`src/rtl/eh_frame_fde_counter_defines.svh`:
```
// Assertion macros for the exception-frame record walker.
`ifndef EH_FRAME_FDE_COUNTER_DEFINES_SVH
`define EH_FRAME_FDE_COUNTER_DEFINES_SVH

// Same-cycle implication, checked on the rising clock, off in reset.
`define EFC_ASSERT_NOW(label, clk, rstn, ante, cons) \
    label: assert property (@(posedge clk) disable iff (!rstn) (ante) |-> (cons)) \
        else $error("efc assertion failed");

// Next-cycle implication, checked on the rising clock, off in reset.
`define EFC_ASSERT_NEXT(label, clk, rstn, ante, cons) \
    label: assert property (@(posedge clk) disable iff (!rstn) (ante) |=> (cons)) \
        else $error("efc assertion failed");

`endif

```
`src/rtl/efc_pkg.sv`:
```
package efc_pkg;

    localparam int unsigned BYTE_W   = 8;
    localparam int unsigned WORD_W   = 32;
    localparam int unsigned STATUS_W = 2;
    localparam int unsigned POS_W    = 2;
    localparam int unsigned M_DATA_W = 40;

    localparam logic [WORD_W-1:0] LEN_ESCAPE = 32'hffff_ffff;
    localparam logic [WORD_W-1:0] ID_BYTES   = 32'd4;
    localparam logic [WORD_W-1:0] COUNT_MAX  = 32'hffff_ffff;
    localparam logic [POS_W-1:0]  POS_LAST   = 2'd3;

    localparam logic [STATUS_W-1:0] ST_CLEAN  = 2'd0;
    localparam logic [STATUS_W-1:0] ST_ESCAPE = 2'd1;
    localparam logic [STATUS_W-1:0] ST_SHORT  = 2'd2;
    localparam logic [STATUS_W-1:0] ST_NONE   = 2'd3;

    typedef enum logic [3:0] {
        PH_LEN  = 4'b0001,
        PH_ID   = 4'b0010,
        PH_BODY = 4'b0100,
        PH_STOP = 4'b1000
    } phase_t;

    typedef struct packed {
        logic [STATUS_W-1:0] end_status;
        logic [WORD_W-1:0]   fde_count;
    } result_t;

endpackage

```
`src/rtl/eh_frame_fde_counter.sv`:
```
// Exception-frame record walker: counts FDE records in a byte stream.
// Input channel s_*: one section byte per beat in s_tdata[7:0]; s_tlast on
// the final byte of a section. Records are a little-endian 32-bit length,
// then a 32-bit id; a nonzero id counts as one FDE, the rest is skipped.
// Result channel m_*: one beat per section, issued for the s_tlast beat:
// fde_count (saturating) and end_status (0 clean, 1 64-bit length escape,
// 2 length of 1 to 3).
// Throughput: one byte per cycle, sustained while no s_tlast beat waits on
// the result slot. An accepted beat is registered in the input stage, then
// processed by the walker, and its result is registered onto m_tvalid/m_tdata.
// The record walk is a single update of the state registers per byte.
// Stall: a result waiting on m_tready blocks only the next s_tlast beat;
// ordinary bytes keep flowing. After each section all walk state returns to
// its reset value. Reset (aresetn low, synchronous) empties both stages and
// clears the walk; s_tready is held low while aresetn is low.
`include "eh_frame_fde_counter_defines.svh"

module eh_frame_fde_counter
    import efc_pkg::*;
(
    input  logic                aclk,
    input  logic                aresetn,
    input  logic                s_tvalid,
    output logic                s_tready,
    input  logic [7:0]          s_tdata,   // [7:0] data_byte
    input  logic                s_tlast,   // last_byte
    output logic                m_tvalid,
    input  logic                m_tready,
    output logic [M_DATA_W-1:0] m_tdata    // [31:0] fde_count, [33:32] end_status
);

    logic              step;
    logic              out_free;
    logic [BYTE_W-1:0] in_byte;
    logic              in_last;
    logic              res_valid;
    result_t           res;

    efc_in_stage u_in (
        .aclk     (aclk),
        .aresetn  (aresetn),
        .s_tvalid (s_tvalid),
        .s_tready (s_tready),
        .s_byte   (s_tdata),
        .s_last   (s_tlast),
        .out_free (out_free),
        .step     (step),
        .in_byte  (in_byte),
        .in_last  (in_last)
    );

    efc_walker u_walk (
        .aclk      (aclk),
        .aresetn   (aresetn),
        .step      (step),
        .data_byte (in_byte),
        .last_byte (in_last),
        .res_valid (res_valid),
        .res       (res)
    );

    efc_out_stage u_out (
        .aclk      (aclk),
        .aresetn   (aresetn),
        .res_valid (res_valid),
        .res       (res),
        .out_free  (out_free),
        .m_tvalid  (m_tvalid),
        .m_tready  (m_tready),
        .m_tdata   (m_tdata)
    );

    `EFC_ASSERT_NOW(a_no_overwrite, aclk, aresetn, res_valid, out_free)
    `EFC_ASSERT_NEXT(a_last_gives_beat, aclk, aresetn, step && in_last, m_tvalid)
    `EFC_ASSERT_NOW(a_status_code, aclk, aresetn, m_tvalid, m_tdata[33:32] != ST_NONE)
    `EFC_ASSERT_NOW(a_stall_holds_item, aclk, aresetn, !s_tready, !step)

endmodule

```
`src/rtl/efc_in_stage.sv`:
```
module efc_in_stage
    import efc_pkg::*;
(
    input  logic              aclk,
    input  logic              aresetn,
    input  logic              s_tvalid,
    output logic              s_tready,
    input  logic [BYTE_W-1:0] s_byte,
    input  logic              s_last,
    input  logic              out_free,
    output logic              step,
    output logic [BYTE_W-1:0] in_byte,
    output logic              in_last
);

    logic              valid_reg;
    logic              valid_next;
    logic [BYTE_W-1:0] byte_reg;
    logic              last_reg;

    // a last beat needs the result slot; other beats never wait
    assign step     = valid_reg && (!last_reg || out_free);
    assign s_tready = aresetn && (!valid_reg || step);

    always_comb begin
        valid_next = valid_reg;
        if (s_tvalid && s_tready) begin
            valid_next = 1'b1;
        end else if (step) begin
            valid_next = 1'b0;
        end
    end

    always_ff @(posedge aclk) begin
        if (!aresetn) begin
            valid_reg <= 1'b0;
        end else begin
            valid_reg <= valid_next;
        end
    end

    always_ff @(posedge aclk) begin
        if (s_tvalid && s_tready) begin
            byte_reg <= s_byte;
            last_reg <= s_last;
        end
    end

    assign in_byte = byte_reg;
    assign in_last = last_reg;

endmodule

```
`src/rtl/efc_walker.sv`:
```
module efc_walker
    import efc_pkg::*;
(
    input  logic              aclk,
    input  logic              aresetn,
    input  logic              step,
    input  logic [BYTE_W-1:0] data_byte,
    input  logic              last_byte,
    output logic              res_valid,
    output result_t           res
);

    phase_t              phase_reg,  phase_next;
    logic [POS_W-1:0]    pos_reg,    pos_next;
    logic [WORD_W-1:0]   len_reg,    len_next;
    logic                id_nz_reg,  id_nz_next;
    logic [WORD_W-1:0]   body_reg,   body_next;
    logic [WORD_W-1:0]   count_reg,  count_next;
    logic [STATUS_W-1:0] reason_reg, reason_next;
    logic [WORD_W-1:0]   len_merge;
    logic                id_nz_merge;
    logic                byte_nz;

    assign byte_nz     = (data_byte != '0);
    assign id_nz_merge = id_nz_reg || byte_nz;

    always_comb begin
        len_merge = len_reg;
        len_merge[{pos_reg, 3'b000} +: BYTE_W] = data_byte;
    end

    always_comb begin
        phase_next  = phase_reg;
        pos_next    = pos_reg;
        len_next    = len_reg;
        id_nz_next  = id_nz_reg;
        body_next   = body_reg;
        count_next  = count_reg;
        reason_next = reason_reg;
        if (step) begin
            unique case (phase_reg)
                PH_LEN: begin
                    len_next = len_merge;
                    pos_next = pos_reg + 1'b1;
                    if (pos_reg == POS_LAST) begin
                        if (len_merge == '0) begin
                            phase_next = PH_LEN;
                        end else if (len_merge == LEN_ESCAPE) begin
                            phase_next  = PH_STOP;
                            reason_next = ST_ESCAPE;
                        end else if (len_merge < ID_BYTES) begin
                            phase_next  = PH_STOP;
                            reason_next = ST_SHORT;
                        end else begin
                            body_next  = len_merge - ID_BYTES;
                            id_nz_next = 1'b0;
                            phase_next = PH_ID;
                        end
                    end
                end
                PH_ID: begin
                    id_nz_next = id_nz_merge;
                    pos_next   = pos_reg + 1'b1;
                    if (pos_reg == POS_LAST) begin
                        if (id_nz_merge && count_reg != COUNT_MAX) begin
                            count_next = count_reg + 1'b1;
                        end
                        phase_next = (body_reg == '0) ? PH_LEN : PH_BODY;
                    end
                end
                PH_BODY: begin
                    body_next = body_reg - 1'b1;
                    if (body_reg == WORD_W'(1)) begin
                        phase_next = PH_LEN;
                        pos_next   = '0;
                    end
                end
                PH_STOP: begin
                    phase_next = PH_STOP;
                end
                default: begin
                    phase_next = PH_STOP;
                end
            endcase
            // end of section: report, then start over
            if (last_byte) begin
                phase_next  = PH_LEN;
                pos_next    = '0;
                len_next    = '0;
                id_nz_next  = 1'b0;
                body_next   = '0;
                count_next  = '0;
                reason_next = ST_CLEAN;
            end
        end
    end

    always_comb begin
        res_valid      = step && last_byte;
        res.fde_count  = count_reg;
        res.end_status = reason_reg;
        if (step) begin
            unique case (phase_reg)
                PH_ID: begin
                    if (pos_reg == POS_LAST && id_nz_merge && count_reg != COUNT_MAX) begin
                        res.fde_count = count_reg + 1'b1;
                    end
                end
                PH_LEN: begin
                    if (pos_reg == POS_LAST && len_merge == LEN_ESCAPE) begin
                        res.end_status = ST_ESCAPE;
                    end else if (pos_reg == POS_LAST && len_merge != '0
                                 && len_merge < ID_BYTES) begin
                        res.end_status = ST_SHORT;
                    end
                end
                PH_BODY, PH_STOP: begin
                    res.fde_count = count_reg;
                end
                default: begin
                    res.fde_count = count_reg;
                end
            endcase
        end
    end

    always_ff @(posedge aclk) begin
        if (!aresetn) begin
            phase_reg  <= PH_LEN;
            pos_reg    <= '0;
            len_reg    <= '0;
            id_nz_reg  <= 1'b0;
            body_reg   <= '0;
            count_reg  <= '0;
            reason_reg <= ST_CLEAN;
        end else begin
            phase_reg  <= phase_next;
            pos_reg    <= pos_next;
            len_reg    <= len_next;
            id_nz_reg  <= id_nz_next;
            body_reg   <= body_next;
            count_reg  <= count_next;
            reason_reg <= reason_next;
        end
    end

endmodule

```
`src/rtl/efc_out_stage.sv`:
```
module efc_out_stage
    import efc_pkg::*;
(
    input  logic                aclk,
    input  logic                aresetn,
    input  logic                res_valid,
    input  result_t             res,
    output logic                out_free,
    output logic                m_tvalid,
    input  logic                m_tready,
    output logic [M_DATA_W-1:0] m_tdata
);

    logic    valid_reg;
    logic    valid_next;
    result_t res_reg;

    assign out_free = !valid_reg || m_tready;

    always_comb begin
        valid_next = valid_reg;
        if (res_valid) begin
            valid_next = 1'b1;
        end else if (m_tready) begin
            valid_next = 1'b0;
        end
    end

    always_ff @(posedge aclk) begin
        if (!aresetn) begin
            valid_reg <= 1'b0;
        end else begin
            valid_reg <= valid_next;
        end
    end

    always_ff @(posedge aclk) begin
        if (res_valid) begin
            res_reg <= res;
        end
    end

    assign m_tvalid = valid_reg;
    assign m_tdata  = {{(M_DATA_W - WORD_W - STATUS_W){1'b0}},
                       res_reg.end_status, res_reg.fde_count};

endmodule
```
`config.mk`:
```
export PLATFORM = sky130hd
export DESIGN_NAME = eh_frame_fde_counter
export DESIGN_NICKNAME = d
export VERILOG_FILES = /design/src/rtl/efc_pkg.sv /design/src/rtl/eh_frame_fde_counter.sv /design/src/rtl/efc_in_stage.sv /design/src/rtl/efc_walker.sv /design/src/rtl/efc_out_stage.sv
export VERILOG_INCLUDE_DIRS = /design/src /design/src/rtl
export SDC_FILE = /design/constraint.sdc
export NUM_CORES = 1
export LEC_CHECK = 0
export BUFFER_PORTS_ARGS = -buffer_cell sky130_fd_sc_hd__buf_2
export CAP_MARGIN = 5
export CORE_UTILIZATION = 30
export DETAILED_ROUTE_END_ITERATION = 10
export PLACE_DENSITY_LB_ADDON = 0.25
export SYNTH_ARGS = -nofsm -noshare
export SYNTH_HDL_FRONTEND = slang
export SYNTH_HIERARCHICAL = 1
export SYNTH_SLANG_ARGS = --single-unit
```
`constraint.sdc`:
```
create_clock -name aclk -period 7.2 [get_ports aclk]
set_clock_uncertainty 0.2 [all_clocks]
set_input_delay 1.44 -clock aclk [delete_from_list [all_inputs] [get_ports aclk]]
set_output_delay 1.44 -clock aclk [all_outputs]
set_load 0.1 [all_outputs]
```
==> run_results.csv <==
group,metric,value,unit
clocking,htree_levels,4,
finish,fin_util,0.342,
setup_path,timing.critical_path.required,7.32,ns
place,detailed_place.area,9280,µm²
clocking,clkSinkCount,150,
power_and_ir_drop,report.power.total,2.03,mW
global_routing,globalRouteOverflowTotal,0,
setup_path,worstPathBufferInverterCount,1,
routing,detailroute.via_count,7927,
floorplan,number_of_top_level_design_ports,55,
clocking,cts_tree,"yes",
place,port_buffer_count,48,
global_routing,grt_pass1_vias,7350,
floorplan,die-width,173,µm
setup_path,critical_path.max_fanout,31,
run,drv.max_cap_violation_count,0,
synth,portion_of_the_post_synthesis_area_used_by_sequential_elements,0.391,
routing,avgViaCountPerCell,5.43,
global_routing,first_pass_grt_wire_length,40900,µm
global_routing,grt_met3_use,0.0303,
sta,slew_headroom,0.342,
finish,num-fill-cells,3039,
floorplan,initial_utilization,0.305,
finish,syn_to_final_growth,12.2,%
sta,final_count_of_hold_timing_violations,0,
synth,synth.yosys.warnings,6,
sta,worst_pin_slew,0.984,ns
place,gpl.final_weighted_congestion,0.908,
synth,synth_cell_type_count,85,
floorplan,placementRows,62,
clocking,clk_path_buf_depth,2,
finish,largest_reg_flops,34,
setup_path,path_depth,11,
clocking,post_cts.resized_instances,0,
synth,ys_ff_latch,150,
clocking,insertion_delay,0.44,ns
clocking,cts_root_buffer,"clkbuf_16",
sta,maxClockFrequency,0.186,GHz
setup_path,cp_cell_sequence,"inv_1 -> ha_1 -> nor2_1 -> a32oi_1 -> nand4_1 -> a211oi_1 -> o211ai_2 -> a311oi_2 -> nand2b_2 -> nor2_1 -> a221o_1",
global_routing,top_usage_layer,"met2",
synth,dominantRegCellSynth,"dfxtp_1",
setup_path,critPathMostFrequentCell,"nor2_1",
global_routing,grt_max_degree,39,
sta,setup_tns,0,ns
synth,yosys.cell_count.top_type,"nor2_1",
min_path,min_path_type,"flop to flop",
clocking,numCtsBuffers,17,
floorplan,fp.dieH,173,µm
sta,setup_viol,0,
setup_path,worstRegToRegCells,11,
synth,synth_top_cells_by_count,"nor2_1 (131), dfxtp_1 (107), nand2_1 (85)",
routing,detail_route.wl_per_cell,17.4,µm
min_path,whs_path_depth,2,
finish,antenna_cells_inserted,0,
setup_path,criticalPathCategory,"flop to flop",
power_and_ir_drop,cellPowerDensity,206,nW/µm²
clocking,post_cts_buffers,0,
sta,layout_worst_path_cycle_share,0.747,
global_routing,globalRouteMet2Util,0.267,
status,result_of_the_run,"finished clean",
sta,final_max_slew_viol_count,0,
floorplan,design.die.area,30000,µm²
global_routing,grt_util_met1,0.235,
synth,synth_largest_type_area_fraction,0.244,
floorplan,floorplan.core_area,28800,µm²
routing,final_wirelength,25500,µm
finish,fin_nets,1089,
global_routing,grt_use_total,0.172,
synth,post_synth_inst_count,1047,
sta,post-route-worst-setup-slack,1.82,ns
power_and_ir_drop,max-vdd-ir-drop,0.000131,V
synth,synth_top_cells_by_area,"dfxtp_1 (24%), edfxtp_1 (15%), nor2_1 (5.6%)",
setup_path,cp-end-kind,"flop",
synth,postSynth.asyncResetShare,0,
routing,route.antenna.remaining_nets,0,
place,detailedPlace.worstSlack,1.92,ns
setup_path,worstSetupStartpointType,"flop",
setup_path,worstPathArrival,5.50,ns
setup_path,slowest_stage,"ha_1",
finish,postLayoutCellArea,9850,µm²
routing,tritonroute_pass_1_iters,5,
global_routing,grt_antenna_before_repair,0,
sta,grt_setup_unrepaired,"no",
finish,post_route_cells_drive_above_1_share,0.115,
setup_path,max_stage_delay,0.79,ns
finish,area_occupied_by_multi_input_gates,4960,µm²
routing,drt-initial-drc-count,866,
setup_path,critical-path-top-delay-family,"compound AO/OA/AOI/OAI gates",
power_and_ir_drop,leakagePower,3.64,nW
place,sum_of_net_half_perimeters_after_detailed_placement,18300,µm
clocking,cts.hold.buffers_added,0,
synth,synthesis.area,8780,µm²
sta,fin_crit,5.38,ns
routing,drcViolationCount,0,
synth,number_of_synthesized_flops_with_an_enable_pin,43,
synth,synthesis.area_per_instance,8.39,µm²
synth,yosysTopAreaCell,"dfxtp_1",
finish,register_area,3430,µm²
clocking,clkSlewWorstSetupHoldPaths,0.06,ns
-- path summary, 6_finish.rpt --
path / end / from / slack, ns
worst max-delay path: u_walk/body_reg[23] / u_walk/pos_reg[0] / 1.82
worst min-delay path: u_walk/len_reg[25] / u_walk/len_reg[25] / 0.25
worst max register to register: u_walk/body_reg[23] / u_walk/pos_reg[0] / 1.82
worst min register to register: u_walk/len_reg[25] / u_walk/len_reg[25] / 0.25
-- cell usage in the layout (no fill, tap or decap), drive strengths merged, types with 9 or more instances in the layout --
| master | count |
|---|---|
| clkbuf | 18 |
| xor2 | 23 |
| o22ai | 14 |
| nor3 | 29 |
| nand3 | 31 |
| buf | 57 |
| nand2 | 86 |
| a22o | 12 |
| or3 | 9 |
| nor2 | 132 |
| edfxtp | 43 |
| a31o | 9 |
| nor2b | 38 |
| nand4 | 17 |
| a31oi | 29 |
| xnor2 | 43 |
| dfxtp | 107 |
| ha | 12 |
| and3 | 10 |
| a21oi | 69 |
| nor4 | 26 |
| a22oi | 13 |
| inv | 32 |
| o21ai | 54 |
-- final cells by class --
class | count | share of cell area
flip-flops and latches | 150 | 0.349
well taps | 384 | 0.0488
repair buffers | 57 | 0.0312
inverters | 26 | 0.00991
multi-input cells | 812 | 0.504
clock inverters | 14 | 0.0140
clock buffers | 18 | 0.0436
-- logic make-up (layout without fill, tap and decap cells) --
group           Yosys count  after routing  synth area share
flops                   150            150             0.391
buf+inv                  90            115            0.0470
xor+xnor                 66             66            0.0658
fa+ha+maj                12             12            0.0171
compound gates          289            289             0.222
mux                       3              3           0.00356
simple gates            436            436             0.253
other cells               1              6          0.000427
-- routing by layer --
metal	wire, µm	up-vias
met4	652	0
met2	11300	242
met5	0	-
met3	1120	50
li1	-	3880
met1	12400	3755
-- power by group --
group	total, mW	internal, mW	switching [mW]
clock	0.880	0.485	0.395
combinational	0.258	0.0757	0.182
sequential	0.889	0.876	0.0129
-- through the flow --
stage,std cells,hold WS (ns)
after CTS,1461,0.259
after floorplan,1052,0.224
final,1461,0.252
after global placement,1429,0.246
after detailed placement,1429,0.249
after global routing,1461,0.283
-- worst register-to-register path, delay by kind of cell, from the launching register on --
kind	cells	cell delay, ns
AO/OA/AOI/OAI	5	2.10
buffers and inverters	1	0.20
flip-flops	1	0.50
AND/OR/NAND/NOR	4	1.47
adder cells (fa/ha/maj)	1	0.79
Power figures use the tool's default switching activity.
